### src/rtl/best_fit_implicit_list_allocator_unit_defines.svh
// Assertion macros used by the allocator top level.
`ifndef BEST_FIT_IMPLICIT_LIST_ALLOCATOR_UNIT_DEFINES_SVH
`define BEST_FIT_IMPLICIT_LIST_ALLOCATOR_UNIT_DEFINES_SVH

// The consequent must hold in the same cycle as the antecedent.
`define BFILA_ASSERT_NOW(lbl, clk, rstn, ante, cons, msg) \
  lbl: assert property (@(posedge clk) disable iff (!rstn) (ante) |-> (cons)) \
    else $error(msg);

// The consequent must hold in the cycle after the antecedent.
`define BFILA_ASSERT_NEXT(lbl, clk, rstn, ante, cons, msg) \
  lbl: assert property (@(posedge clk) disable iff (!rstn) (ante) |=> (cons)) \
    else $error(msg);

`endif

### src/rtl/bfila_pkg.sv
package bfila_pkg;

  localparam int unsigned MAX_POOL_BYTES = 4096;
  localparam int unsigned HEADER_BYTES   = 4;
  localparam int unsigned POOL_RESET     = 4096;
  localparam int unsigned POOL_MIN       = 8;
  localparam int unsigned ADDR_W         = 12;   // header store index, byte offset
  localparam int unsigned HDR_W          = 14;   // signed header value
  localparam int unsigned LIM_W          = 13;   // pool limit, up to MAX_POOL_BYTES
  localparam int unsigned CFG_W          = 13;
  localparam int unsigned HDR_MAX        = 8191;

  typedef enum logic [1:0] {
    CMD_INIT  = 2'd0,
    CMD_ALLOC = 2'd1,
    CMD_FREE  = 2'd2
  } cmd_e;

  typedef enum logic [1:0] {
    POS_HOLD,
    POS_ZERO,   // restart the walk, reload best candidate
    POS_STEP,   // advance over the header in the read register
    POS_SKIP    // advance over the header held for a merge check
  } pos_e;

  typedef enum logic [1:0] {
    RD_NONE,
    RD_POS,
    RD_NXT,
    RD_AT
  } rd_e;

  typedef enum logic [2:0] {
    WR_NONE,
    WR_CLEAR,
    WR_INIT,
    WR_SPLIT,
    WR_USED,
    WR_FREE,
    WR_MERGE
  } wr_e;

  typedef enum logic [1:0] {
    RES_NONE,
    RES_OK,
    RES_FAIL,
    RES_GRANT
  } res_e;

  typedef struct packed {
    logic latch;
    logic best_upd;
    pos_e pos_op;
    rd_e  rd_sel;
    wr_e  wr_sel;
    res_e res_sel;
  } cmd_t;

  typedef struct packed {
    logic clr_last;
    logic req_zero;
    logic off_ok;
    logic pos_in;
    logic fit;
    logic link_ok;
    logic merge_ok;
  } stat_t;

endpackage

### src/rtl/bfila_ctrl.sv
module bfila_ctrl (
  input  logic             clk_i,
  input  logic             rst_ni,
  input  logic             start_i,
  input  logic [1:0]       command_i,
  input  bfila_pkg::stat_t stat_i,
  output bfila_pkg::cmd_t  cmd_o,
  output logic             busy_o,
  output logic             done_o
);

  localparam logic [3:0] S_CLEAR = 4'd0;
  localparam logic [3:0] S_IDLE  = 4'd1;
  localparam logic [3:0] S_A_RD  = 4'd2;
  localparam logic [3:0] S_A_EV  = 4'd3;
  localparam logic [3:0] S_A_SPL = 4'd4;
  localparam logic [3:0] S_A_USE = 4'd5;
  localparam logic [3:0] S_F_RD  = 4'd6;
  localparam logic [3:0] S_F_WR  = 4'd7;
  localparam logic [3:0] S_W_RD  = 4'd8;
  localparam logic [3:0] S_W_EV  = 4'd9;
  localparam logic [3:0] S_W_NX  = 4'd10;
  localparam logic [3:0] S_DONE  = 4'd11;

  logic [3:0] state_q, state_d;

  always_comb begin
    state_d        = state_q;
    cmd_o.latch    = 1'b0;
    cmd_o.best_upd = 1'b0;
    cmd_o.pos_op   = bfila_pkg::POS_HOLD;
    cmd_o.rd_sel   = bfila_pkg::RD_NONE;
    cmd_o.wr_sel   = bfila_pkg::WR_NONE;
    cmd_o.res_sel  = bfila_pkg::RES_NONE;
    case (state_q)
      S_CLEAR: begin
        cmd_o.wr_sel = bfila_pkg::WR_CLEAR;
        if (stat_i.clr_last) begin
          state_d = S_IDLE;
        end
      end
      S_IDLE: begin
        if (start_i) begin
          cmd_o.latch = 1'b1;
          state_d     = S_DONE;
          case (command_i)
            bfila_pkg::CMD_INIT: begin
              cmd_o.wr_sel  = bfila_pkg::WR_INIT;
              cmd_o.res_sel = bfila_pkg::RES_OK;
            end
            bfila_pkg::CMD_ALLOC: begin
              if (stat_i.req_zero) begin
                cmd_o.res_sel = bfila_pkg::RES_FAIL;
              end else begin
                cmd_o.pos_op = bfila_pkg::POS_ZERO;
                state_d      = S_A_RD;
              end
            end
            bfila_pkg::CMD_FREE: begin
              if (stat_i.off_ok) begin
                state_d = S_F_RD;
              end else begin
                cmd_o.res_sel = bfila_pkg::RES_OK;
              end
            end
            default: begin
              cmd_o.res_sel = bfila_pkg::RES_OK;
            end
          endcase
        end
      end
      S_A_RD: begin
        if (stat_i.pos_in) begin
          cmd_o.rd_sel = bfila_pkg::RD_POS;
          state_d      = S_A_EV;
        end else if (stat_i.fit) begin
          state_d = S_A_SPL;
        end else begin
          cmd_o.res_sel = bfila_pkg::RES_FAIL;
          state_d       = S_DONE;
        end
      end
      S_A_EV: begin
        cmd_o.best_upd = 1'b1;
        cmd_o.pos_op   = bfila_pkg::POS_STEP;
        state_d        = S_A_RD;
      end
      S_A_SPL: begin
        cmd_o.wr_sel = bfila_pkg::WR_SPLIT;
        state_d      = S_A_USE;
      end
      S_A_USE: begin
        cmd_o.wr_sel  = bfila_pkg::WR_USED;
        cmd_o.res_sel = bfila_pkg::RES_GRANT;
        state_d       = S_DONE;
      end
      S_F_RD: begin
        cmd_o.rd_sel = bfila_pkg::RD_AT;
        state_d      = S_F_WR;
      end
      S_F_WR: begin
        cmd_o.wr_sel = bfila_pkg::WR_FREE;
        cmd_o.pos_op = bfila_pkg::POS_ZERO;
        state_d      = S_W_RD;
      end
      S_W_RD: begin
        if (stat_i.pos_in) begin
          cmd_o.rd_sel = bfila_pkg::RD_POS;
          state_d      = S_W_EV;
        end else begin
          cmd_o.res_sel = bfila_pkg::RES_OK;
          state_d       = S_DONE;
        end
      end
      S_W_EV: begin
        if (stat_i.link_ok) begin
          cmd_o.rd_sel = bfila_pkg::RD_NXT;
          state_d      = S_W_NX;
        end else begin
          cmd_o.pos_op = bfila_pkg::POS_STEP;
          state_d      = S_W_RD;
        end
      end
      S_W_NX: begin
        // A successful merge rereads the same header, so chains collapse.
        if (stat_i.merge_ok) begin
          cmd_o.wr_sel = bfila_pkg::WR_MERGE;
        end else begin
          cmd_o.pos_op = bfila_pkg::POS_SKIP;
        end
        state_d = S_W_RD;
      end
      S_DONE: begin
        state_d = S_IDLE;
      end
      default: begin
        state_d = S_IDLE;
      end
    endcase
  end

  always_ff @(posedge clk_i or negedge rst_ni) begin
    if (!rst_ni) begin
      state_q <= S_CLEAR;
    end else begin
      state_q <= state_d;
    end
  end

  assign busy_o = (state_q != S_IDLE);
  assign done_o = (state_q == S_DONE);

endmodule

### config.mk
export PLATFORM = sky130hd
export DESIGN_NAME = bfila_ctrl
export DESIGN_NICKNAME = d
export VERILOG_FILES = /design/src/rtl/best_fit_implicit_list_allocator_unit_defines.svh /design/src/rtl/bfila_pkg.sv /design/src/rtl/bfila_ctrl.sv
export SDC_FILE = /design/constraint.sdc
export NUM_CORES = 1
export LEC_CHECK = 0
export ABC_AREA = 1
export BUFFER_PORTS_ARGS = -buffer_cell sky130_fd_sc_hd__buf_2
export CAP_MARGIN = 20
export CORE_AREA = 2 2 39 41
export DETAILED_ROUTE_END_ITERATION = 8
export DIE_AREA = 0 0 41 43
export GPL_TIMING_DRIVEN = 0
export PLACE_DENSITY = 0.86
export SLEW_MARGIN = 20
export SYNTH_ARGS = -nofsm -noshare
export SYNTH_HDL_FRONTEND = slang
export SYNTH_SLANG_ARGS = --single-unit
### constraint.sdc
create_clock -name clk_i -period 3.3 [get_ports clk_i]
set_input_delay 0.495 -clock clk_i [delete_from_list [all_inputs] [get_ports clk_i]]
set_output_delay 0.495 -clock clk_i [all_outputs]
set_load 0.05 [all_outputs]
==> results of run 1 <==
-- synth_stat cells, types with 3 or more instances --
cell	number	area share [%]
dfrtp_1	4	17
nor2_2	3	3.2
a21oi_1	3	2.5
nand3_1	14	12
ha_1	5	11
nor2_1	14	8.9
inv_1	15	9.5
o21ai_0	3	2.5
nand2_1	34	22
-- worst register-to-register path: stages, from the launching register on --
cell	delay (ns)
dfrtp_1	0.42
inv_1	0.12
nand2_1	0.13
nor2_1	0.20
nand2_1	0.11
nand2_1	0.12
inv_1	0.06
nand2_1	0.07
nand2_1	0.05
-- layout make-up --
type                            count  share of cell area, %
Clock buffer                        3                   2.99
Inverter                           16                   7.97
Multi-Input combinational cell     85                   57.1
Sequential cell                     4                   13.3
Tap cell                           16                   2.66
Timing Repair Buffer               24                   15.9
-- worst min path at each step --
stage | to | start | cells after the start
global placement | state_q[2]$_DFFE_PN0P_ | rst_ni | 1
detailed placement | state_q[3]$_DFFE_PN0P_ | rst_ni | 1
CTS | state_q[3]$_DFFE_PN0P_ | rst_ni | 1
global route | state_q[3]$_DFFE_PN0P_ | rst_ni | 1
finish | state_q[3]$_DFFE_PN0P_ | rst_ni | 1
floorplan | state_q[0]$_DFFE_PN0P_ | rst_ni | 0
-- cells by family after synthesis --
logic type | synth area share [%]
and+or+nand+nor | 52.8
buffers and inverters | 10.2
adders and majority gates | 10.6
AOI/OAI and AO/OA | 7.84
muxes | 1.69
DFF | 16.9
-- layer usage --
layer / share of wire, % / vias up / wire length, µm
met2: 49 / 36 / 710
li1: - / 385 / -
met3: 8.3 / 2 / 121
met5: 0 / - / 0
met1: 42 / 325 / 607
met4: 1.2 / 0 / 17
-- stage by stage --
stage / cell area, µm² / power, µW / instances / util, % / setup slack [ns]
after floorplan: 591 / 550 / 105 / - / 0.886
after global placement: 731 / 665 / 145 / 52.8 / 1.38
after detailed placement: 731 / 669 / 145 / 52.8 / 1.35
after CTS: 753 / 730 / 148 / 54.4 / 1.15
after global routing: 753 / 787 / 148 / 54.4 / 1.07
final: 753 / 732 / 148 / 54.4 / 1.15
-- power groups by stage --
stage | sequential (µW) | combinational (µW) | clock (µW)
6_report | 98.3 | 576 | 57.5
5_1_grt | 100 | 623 | 63.6
4_1_cts | 98.1 | 572 | 59.2
3_5_place_dp | 98.8 | 570 | 0
3_3_place_gp | 98.6 | 567 | 0
2_1_floorplan | 94.6 | 455 | 0
==> impl_metrics.yaml, run 1 <==
global_routing:
  grtUsageTotal_pct: 17.8
  antenna_found_initial: 0
  grt_max_degree: 7
  grt_overflow_total: 0
  met1_usage_pct: 20.3
  grt_pass1_vias: 616
  busiest_layer: "met2"
  gr-usage-met2_pct: 32.5
  gr-usage-met3_pct: 2.09
  grt_pass1_wl_um: 2240
pwr:
  power_frac_comb_pct: 78.7
  p_leak_uw: 0.000498
  ir_drop_v: 0.000512
  pwr-share-seq_pct: 13.4
  power.switching_uw: 478
  power_density_nw_per_um2: 971
  intPower_uw: 254
  power_frac_clock_pct: 7.9
  switching_share_pct: 65.3
place:
  place_congestion: 0.868
  place_hpwl_um: 1260
  port_buffers: 24
final_layout:
  diodes: 0
  final_common_cell: "nand2_1"
  largestRegisters: "state_q (4)"
  nNetsFinal: 151
  regMostFlops: "state_q"
  drive_gt1_share_pct: 24.2
  fill_cells: 147
  layout_common_cells: "nand2_1 (34), buf_2 (24), inv_1 (15), nor2_1 (14), nand3_1 (14)"
  multiInputGateArea_um2: 430
  regArea_um2: 100
  largest_reg_flops: 4
  area_growth_pct: 27.5
route:
  drc_errors: 0
  vias: 748
  wl_per_cell_um: 9.84
  firstDrtPassIters: 4
  totalWireLength_um: 1460
  vias_per_cell: 5.05
  drt-initial-drc-count: 4
  ant_nets: 0
logic_synthesis:
  synth-edff-count: 0
  syn_nets: 122
  avgSynthCellArea_um2: 5.62
  ys_ff_latch: 4
  synthDistinctLibCells: 19
  ys.warnings.count: 0
  ys_seq_area_share_pct: 16.9
  synth_area_um2: 591
  dominantRegCellSynth: "dfrtp_1"
  synthArstFlopShare_pct: 100
  syn_inst: 105
flow_run:
  cap_violations: 0
sta:
  slew_headroom_pct: 78.5
  rsz0062_at_grt: "false"
  finalClockSkew_ns: 0.00392
  period_needed_ns: 2.15
  finalCritPeriodShare_pct: 65.1
  drv_slew: 0
  finalHoldViolations: 0
  timing.hold.ws_ns: 0.0596
  fmax_mhz: 466
  worstMarginPinSlew_ns: 0.322
  timing.setup.tns_ns: 0
  setup_viol: 0
die:
  die_h_um: 43
  die_w_um: 41
  row_count: 14
  core-area_um2: 1380
  initial_core_util_pct: 42.7
  ios: 25
  dieArea_um2: 1760
setup_path:
  r2r-start: "state_q[2]$_DFFE_PN0P_"
  crit_type: "reg2out"
  cp.arrival_ns: 1.65
  start_kind: "register"
  setup.worst_path.end: "cmd_o[8]"
  cp_data_required_time_ns: 2.80
  crit_cells: 6
  crit_path_end_kind: "output port"
  path_delay_family: "simple AND/OR/NAND/NOR gates"
  crit_fanout: 5
  slowest_stage: "dfrtp_1"
  r2r_cells: 8
  reg2reg_to: "state_q[0]$_DFFE_PN0P_"
  max_stage_delay_ns: 0.38
  crit_path_start: "state_q[1]$_DFFE_PN0P_"
  critical_path.cell_chain: "inv_1, nor2_1, nand2_1, or2_1, o221ai_1, buf_2"
  crit_buf_inv: 2
  r2r_setup_slack_ns: 1.90
clock_tree:
  cts_resized: 0
  cts-buffers-inserted: 3
  cts-hold-fix-buffers: 0
  cts.sinks: 4
  clock_path_buffers: 2
  cts_tree: "built"
  htree_num_levels: 1
  root_buffer: "clkbuf_4"
  clk_latency_ns: 0.23
  clkTransAtPathRegs_ns: 0.04
  cts_setup_buffers: 0
outcome:
  status: "completed"
min_path:
  worst_hold_path_type: "in2async"
No activity file was read; power rests on OpenSTA's default activity.
==> inputs of run 2 (changes only) <==
--- a/config.mk
+++ b/config.mk
@@ -8,11 +8,11 @@
 export ABC_AREA = 1
 export BUFFER_PORTS_ARGS = -buffer_cell sky130_fd_sc_hd__buf_2
 export CAP_MARGIN = 20
-export CORE_AREA = 2 2 39 41
+export CORE_MARGIN = 1
+export CORE_UTILIZATION = 41
 export DETAILED_ROUTE_END_ITERATION = 8
-export DIE_AREA = 0 0 41 43
 export GPL_TIMING_DRIVEN = 0
-export PLACE_DENSITY = 0.86
+export PLACE_DENSITY = 0.84
 export SLEW_MARGIN = 20
 export SYNTH_ARGS = -nofsm -noshare
 export SYNTH_HDL_FRONTEND = slang
==> constraint.sdc (replaced) <==
create_clock -name clk_i -period 1.8 [get_ports clk_i]
set_input_delay 0.27 -clock clk_i [delete_from_list [all_inputs] [get_ports clk_i]]
set_output_delay 0.27 -clock clk_i [all_outputs]
set_load 0.05 [all_outputs]
==> run 2 against run 1 <==
The flow now finishes with violations (negative setup slack). Register-to-register slack lost 1.5 ns. Flip-flop and latch count did not move. Largest cell class unchanged. Total power grew 130%. Cell area is 23% higher. Sequential share of layout area is 2.2 points lower. Clock-buffer cell count did not move. Clock power grew 100%. Largest power group unchanged.
==> impl_metrics.yaml, run 2 (synthesized netlist as in run 1, its figures left out) <==
clock_tree:
  clkTransAtPathRegs_ns: 0.04
  cts_tree: "built"
  cts-buffers-inserted: 3
  cts.sinks: 4
  htree_num_levels: 1
  clk_latency_ns: 0.24
  root_buffer: "clkbuf_4"
  clock_path_buffers: 2
final_layout:
  diodes: 0
  largest_reg_flops: 4
  regArea_um2: 103
  layout_common_cells: "nand2_1 (30), buf_2 (16), inv_1 (12), nor2_1 (12), nand3_1 (11)"
  final_common_cell: "nand2_1"
  multiInputGateArea_um2: 503
  regMostFlops: "state_q"
  area_growth_pct: 57.0
  largestRegisters: "state_q (4)"
  nNetsFinal: 159
  final_cells: 155
  drive_gt1_share_pct: 40.0
  fill_cells: 105
die:
  die_h_um: 40.0
  ios: 25
  dieArea_um2: 1600
  core-area_um2: 1320
  initial_core_util_pct: 44.8
  die_w_um: 40.0
  row_count: 13
outcome:
  status: "finished, violations left"
  violations: "negative setup slack"
sta:
  drv_slew: 0
  timing.setup.tns_ns: -0.0327
  fmax_mhz: 546
  setup_viol: 1
  finalCritPeriodShare_pct: 102
  slew_headroom_pct: 83.6
  rsz0062_at_grt: "true"
  worstMarginPinSlew_ns: 0.245
  finalHoldViolations: 0
  timing.hold.ws_ns: 0.344
  finalClockSkew_ns: 0.00139
  setup_slack_ns: -0.0327
  period_needed_ns: 1.83
place:
  place_hpwl_um: 1310
  place_congestion: 0.852
  dp.cells: 144
  port_buffers: 24
setup_path:
  cp.arrival_ns: 1.56
  cp_data_required_time_ns: 1.53
  crit_path_end_kind: "output port"
  start_kind: "register"
  crit_type: "reg2out"
  crit_fanout: 5
global_routing:
  grt_max_degree: 7
  antenna_found_initial: 0
  grtUsageTotal_pct: 23.3
  grt_pass1_wl_um: 2530
  grt_overflow_total: 0
  grt_pass1_vias: 652
flow_run:
  cap_violations: 0
route:
  totalWireLength_um: 1770
  wl_per_cell_um: 11.4
  drt-initial-drc-count: 21
  ant_nets: 0
  drc_errors: 0
  vias_per_cell: 5.12
  vias: 794
  firstDrtPassIters: 4
pwr:
  ir_drop_v: 0.00117
  design_power_total_uw: 1660
  p_leak_uw: 0.000563
  power_density_nw_per_um2: 1790
min_path:
  worst_hold_path_type: "in2reg"
run 2: cell types whose count changed in the layout (fill, tap and decap cells not counted), moves of 3 or more:
cell      delta
nand2_2      +3
buf_2        -8
buf_4        +9
clkbuf_4     +3
inv_1        -3
nand2_1      -4
nor2_4       +4
nand3_1      -3
run 2: metrics by stage:
step                      utilization (%)  cell area (µm²)  setup WS, ns
after detailed placement             57.7              761        0.0622
final                                70.4              927       -0.0327
after global routing                 70.4              927       -0.0795
after global placement               57.7              761         0.116
after floorplan                         -              622       -0.0194
after CTS                            63.4              836       -0.0181
run 2: final timing paths:
kind / start / end / slack [ns] / depth (start not counted)
min in group asynchronous: rst_ni / state_q[0]$_DFFE_PN0P_ / 0.36 / 2
max reg2reg: state_q[0]$_DFFE_PN0P_ / state_q[2]$_DFFE_PN0P_ / 0.35 / 7
max in group asynchronous: rst_ni / state_q[2]$_DFFE_PN0P_ / 1.31 / 2
min: start_i / state_q[0]$_DFFE_PN0P_ / 0.34 / 4
min reg2reg: state_q[3]$_DFFE_PN0P_ / state_q[2]$_DFFE_PN0P_ / 0.79 / 5
max: state_q[1]$_DFFE_PN0P_ / cmd_o[7] / -0.03 / 8
run 2: timing repair:
item / 4_1_cts / 5_1_grt
gates resized for setup: 14 / 15
setup endpoints to repair: 5 / 8
buffers inserted: 1 / 6
cloned: 0 / 0
hold endpoints to repair: 4 / 0
pin swaps: 1 / 5
hold buffers: 1 / 0
run 2: area by class of cell:
| cell class | instances | share of cell area (%) |
|---|---|---|
| Sequential cell | 4 | 11.1 |
| Inverter | 16 | 6.75 |
| Tap cell | 15 | 2.02 |
| Multi-Input combinational cell | 85 | 54.3 |
| Clock buffer | 3 | 2.43 |
| Timing Repair Buffer | 32 | 23.5 |
run 2: worst max-delay path, cell delays in order, from the launching register on:
cell and delay [ns]:
dfrtp_1 0.41, inv_2 0.11, nand2_2 0.07, inv_2 0.10
nand2_4 0.07, nor2_4 0.13, nand3b_1 0.16, nand3_4 0.12
buf_8 0.14
run 2: routing by layer:
metal  GRT usage (%)  routed length (µm)  vias up
met5               0                   0        -
met4            5.17                  14        0
met3            1.67                  97        2
met2            47.2                 929       36
met1            25.6                 726      351
li1                -                   -      405
run 2: power by group:
part | total, µW | switching, µW | internal (µW)
Clock | 116 | 41.5 | 74.9
Combinational | 1330 | 894 | 440
Sequential | 213 | 76.5 | 136
==> inputs of run 3 (changes only) <==
--- a/config.mk
+++ b/config.mk
@@ -13,6 +13,7 @@
 export DETAILED_ROUTE_END_ITERATION = 8
 export GPL_TIMING_DRIVEN = 0
 export PLACE_DENSITY = 0.84
+export REMOVE_ABC_BUFFERS = 1
 export SLEW_MARGIN = 20
 export SYNTH_ARGS = -nofsm -noshare
 export SYNTH_HDL_FRONTEND = slang
==> run 3 against run 2 <==
The flow now finishes without violations. Worst setup slack better by 0.054 ns. Sequential share of layout area rose by 0.76 points. Maximum frequency grew 3.0%. Clock skew is 0.0023 ns higher. Worst hold slack improved by 0.013 ns. Cell count fell by 1.3%. Total power down 2.0%. Non-clock buffer count fell by 2. Combinational power barely moved. Via count rose by 3.7%. Clock power is 6% lower. Critical path depth decreased by 2. Critical endpoint is now cmd_o[4].
==> impl_metrics.yaml, run 3 (synthesized netlist as in run 1, its figures left out) <==
route:
  drt-initial-drc-count: 39
  firstDrtPassIters: 6
  ant_nets: 0
  vias_per_cell: 5.38
  wl_per_cell_um: 11.8
  vias: 823
  drc_errors: 0
  totalWireLength_um: 1810
outcome:
  status: "completed"
die:
  core-area_um2: 1320
  die_w_um: 40.0
  initial_core_util_pct: 44.8
  ios: 25
  row_count: 13
  die_h_um: 40.0
  dieArea_um2: 1600
final_layout:
  regMostFlops: "state_q"
  drive_gt1_share_pct: 36.2
  area_growth_pct: 48.7
  largest_reg_flops: 4
  multiInputGateArea_um2: 477
  layout_common_cells: "nand2_1 (31), buf_2 (18), nand3_1 (14), inv_1 (12), nor2_1 (11)"
  fill_cells: 107
  regArea_um2: 104
  largestRegisters: "state_q (4)"
  nNetsFinal: 157
  diodes: 0
  final_common_cell: "nand2_1"
place:
  port_buffers: 24
  place_hpwl_um: 1220
  place_congestion: 0.824
global_routing:
  grt_max_degree: 7
  antenna_found_initial: 0
  grt_pass1_vias: 578
  grt_pass1_wl_um: 2210
  grtUsageTotal_pct: 20.4
  grt_overflow_total: 0
sta:
  fmax_mhz: 562
  timing.setup.tns_ns: 0
  worstMarginPinSlew_ns: 0.253
  setup_viol: 0
  period_needed_ns: 1.78
  slew_headroom_pct: 83.3
  rsz0062_at_grt: "true"
  finalHoldViolations: 0
  drv_slew: 0
  finalCritPeriodShare_pct: 98.8
  finalClockSkew_ns: 0.00370
setup_path:
  r2r_setup_slack_ns: 0.39
  r2r_cells: 7
  crit_fanout: 4
  r2r-start: "state_q[2]$_DFFE_PN0P_"
  crit_path_end_kind: "output port"
  crit_type: "reg2out"
  reg2reg_to: "state_q[0]$_DFFE_PN0P_"
  cp_data_required_time_ns: 1.53
  start_kind: "register"
  cp.arrival_ns: 1.51
clock_tree:
  root_buffer: "clkbuf_4"
  clk_latency_ns: 0.23
  clock_path_buffers: 2
  htree_num_levels: 1
  cts-buffers-inserted: 3
  cts_tree: "built"
  clkTransAtPathRegs_ns: 0.04
  cts.sinks: 4
pwr:
  power_frac_comb_pct: 80.0
  power_density_nw_per_um2: 1850
  pwr-share-seq_pct: 13.3
  power_frac_clock_pct: 6.7
  p_leak_uw: 0.000532
  intPower_uw: 621
  power.switching_uw: 1010
  ir_drop_v: 0.000652
  switching_share_pct: 61.9
  design_power_total_uw: 1630
flow_run:
  cap_violations: 0
min_path:
  whs_path_depth: 4
  min_from: "start_i"
  worst_hold_path_type: "in2reg"
  hold_end: "state_q[0]$_DFFE_PN0P_"
[run 3: layout make-up]
type / instances / area share (%)
clock buffers: 3 / 2.56
inverters: 16 / 7.12
multi-input cells: 85 / 54.3
flip-flops and latches: 4 / 11.8
well taps: 15 / 2.14
repair buffers: 30 / 22.1
[run 3: worst max path at each step]
| stage | startpoint | to | slack, ns | cells after the start |
|---|---|---|---|---|
| floorplan | state_q[1]$_DFFE_PN0P_ | cmd_o[1] | -0.39 | 7 |
| global placement | state_q[1]$_DFFE_PN0P_ | cmd_o[8] | 0.16 | 6 |
| detailed placement | state_q[1]$_DFFE_PN0P_ | cmd_o[8] | 0.15 | 6 |
| CTS | state_q[3]$_DFFE_PN0P_ | cmd_o[8] | -0.03 | 6 |
| global route | state_q[1]$_DFFE_PN0P_ | cmd_o[1] | -0.03 | 8 |
| finish | state_q[3]$_DFFE_PN0P_ | cmd_o[4] | 0.02 | 6 |
[run 3: what timing repair did]
item / CTS / global route
endpoints found under the hold margin: 4 / 0
pin swaps: 0 / 5
gates cloned: 0 / 0
hold buffers: 1 / 0
gates resized for setup: 7 / 22
setup buffers: 0 / 5
setup endpoints to repair: 4 / 8
[run 3: critical path, cell delays in order, from the launching register on]
cell	delay, ns
dfrtp_2	0.44
inv_4	0.07
nor2_4	0.15
buf_4	0.14
nand3_1	0.09
o21ai_0	0.09
buf_2	0.28
[run 3: metal layers]
metal  wire length [µm]  global-route usage (%)
met5                  0                       0
met4                 52                    5.17
met3                134                    3.33
met2                902                    37.9
met1                723                    23.7
[run 3: metrics by stage]
stage	cells	cell area (µm²)	hold WS [ns]	util, %	setup WS (ns)
after floorplan	105	591	-0.0256	-	-0.389
after CTS	148	781	0.356	59.3	-0.0287
after detailed placement	144	729	0.0744	55.4	0.149
after global placement	144	729	0.0721	55.4	0.164
final	153	878	0.357	66.7	0.0215
after global routing	153	878	0.402	66.7	-0.0262
[run 3: power groups by stage]
stage                     registers [µW]  logic [µW]  clock network [µW]
final                                217        1300                 109
after global routing                 225        1390                 118
after CTS                            182        1080                 109
after detailed placement             181        1040                   0
after global placement               179        1040                   0
after floorplan                      173         835                   0
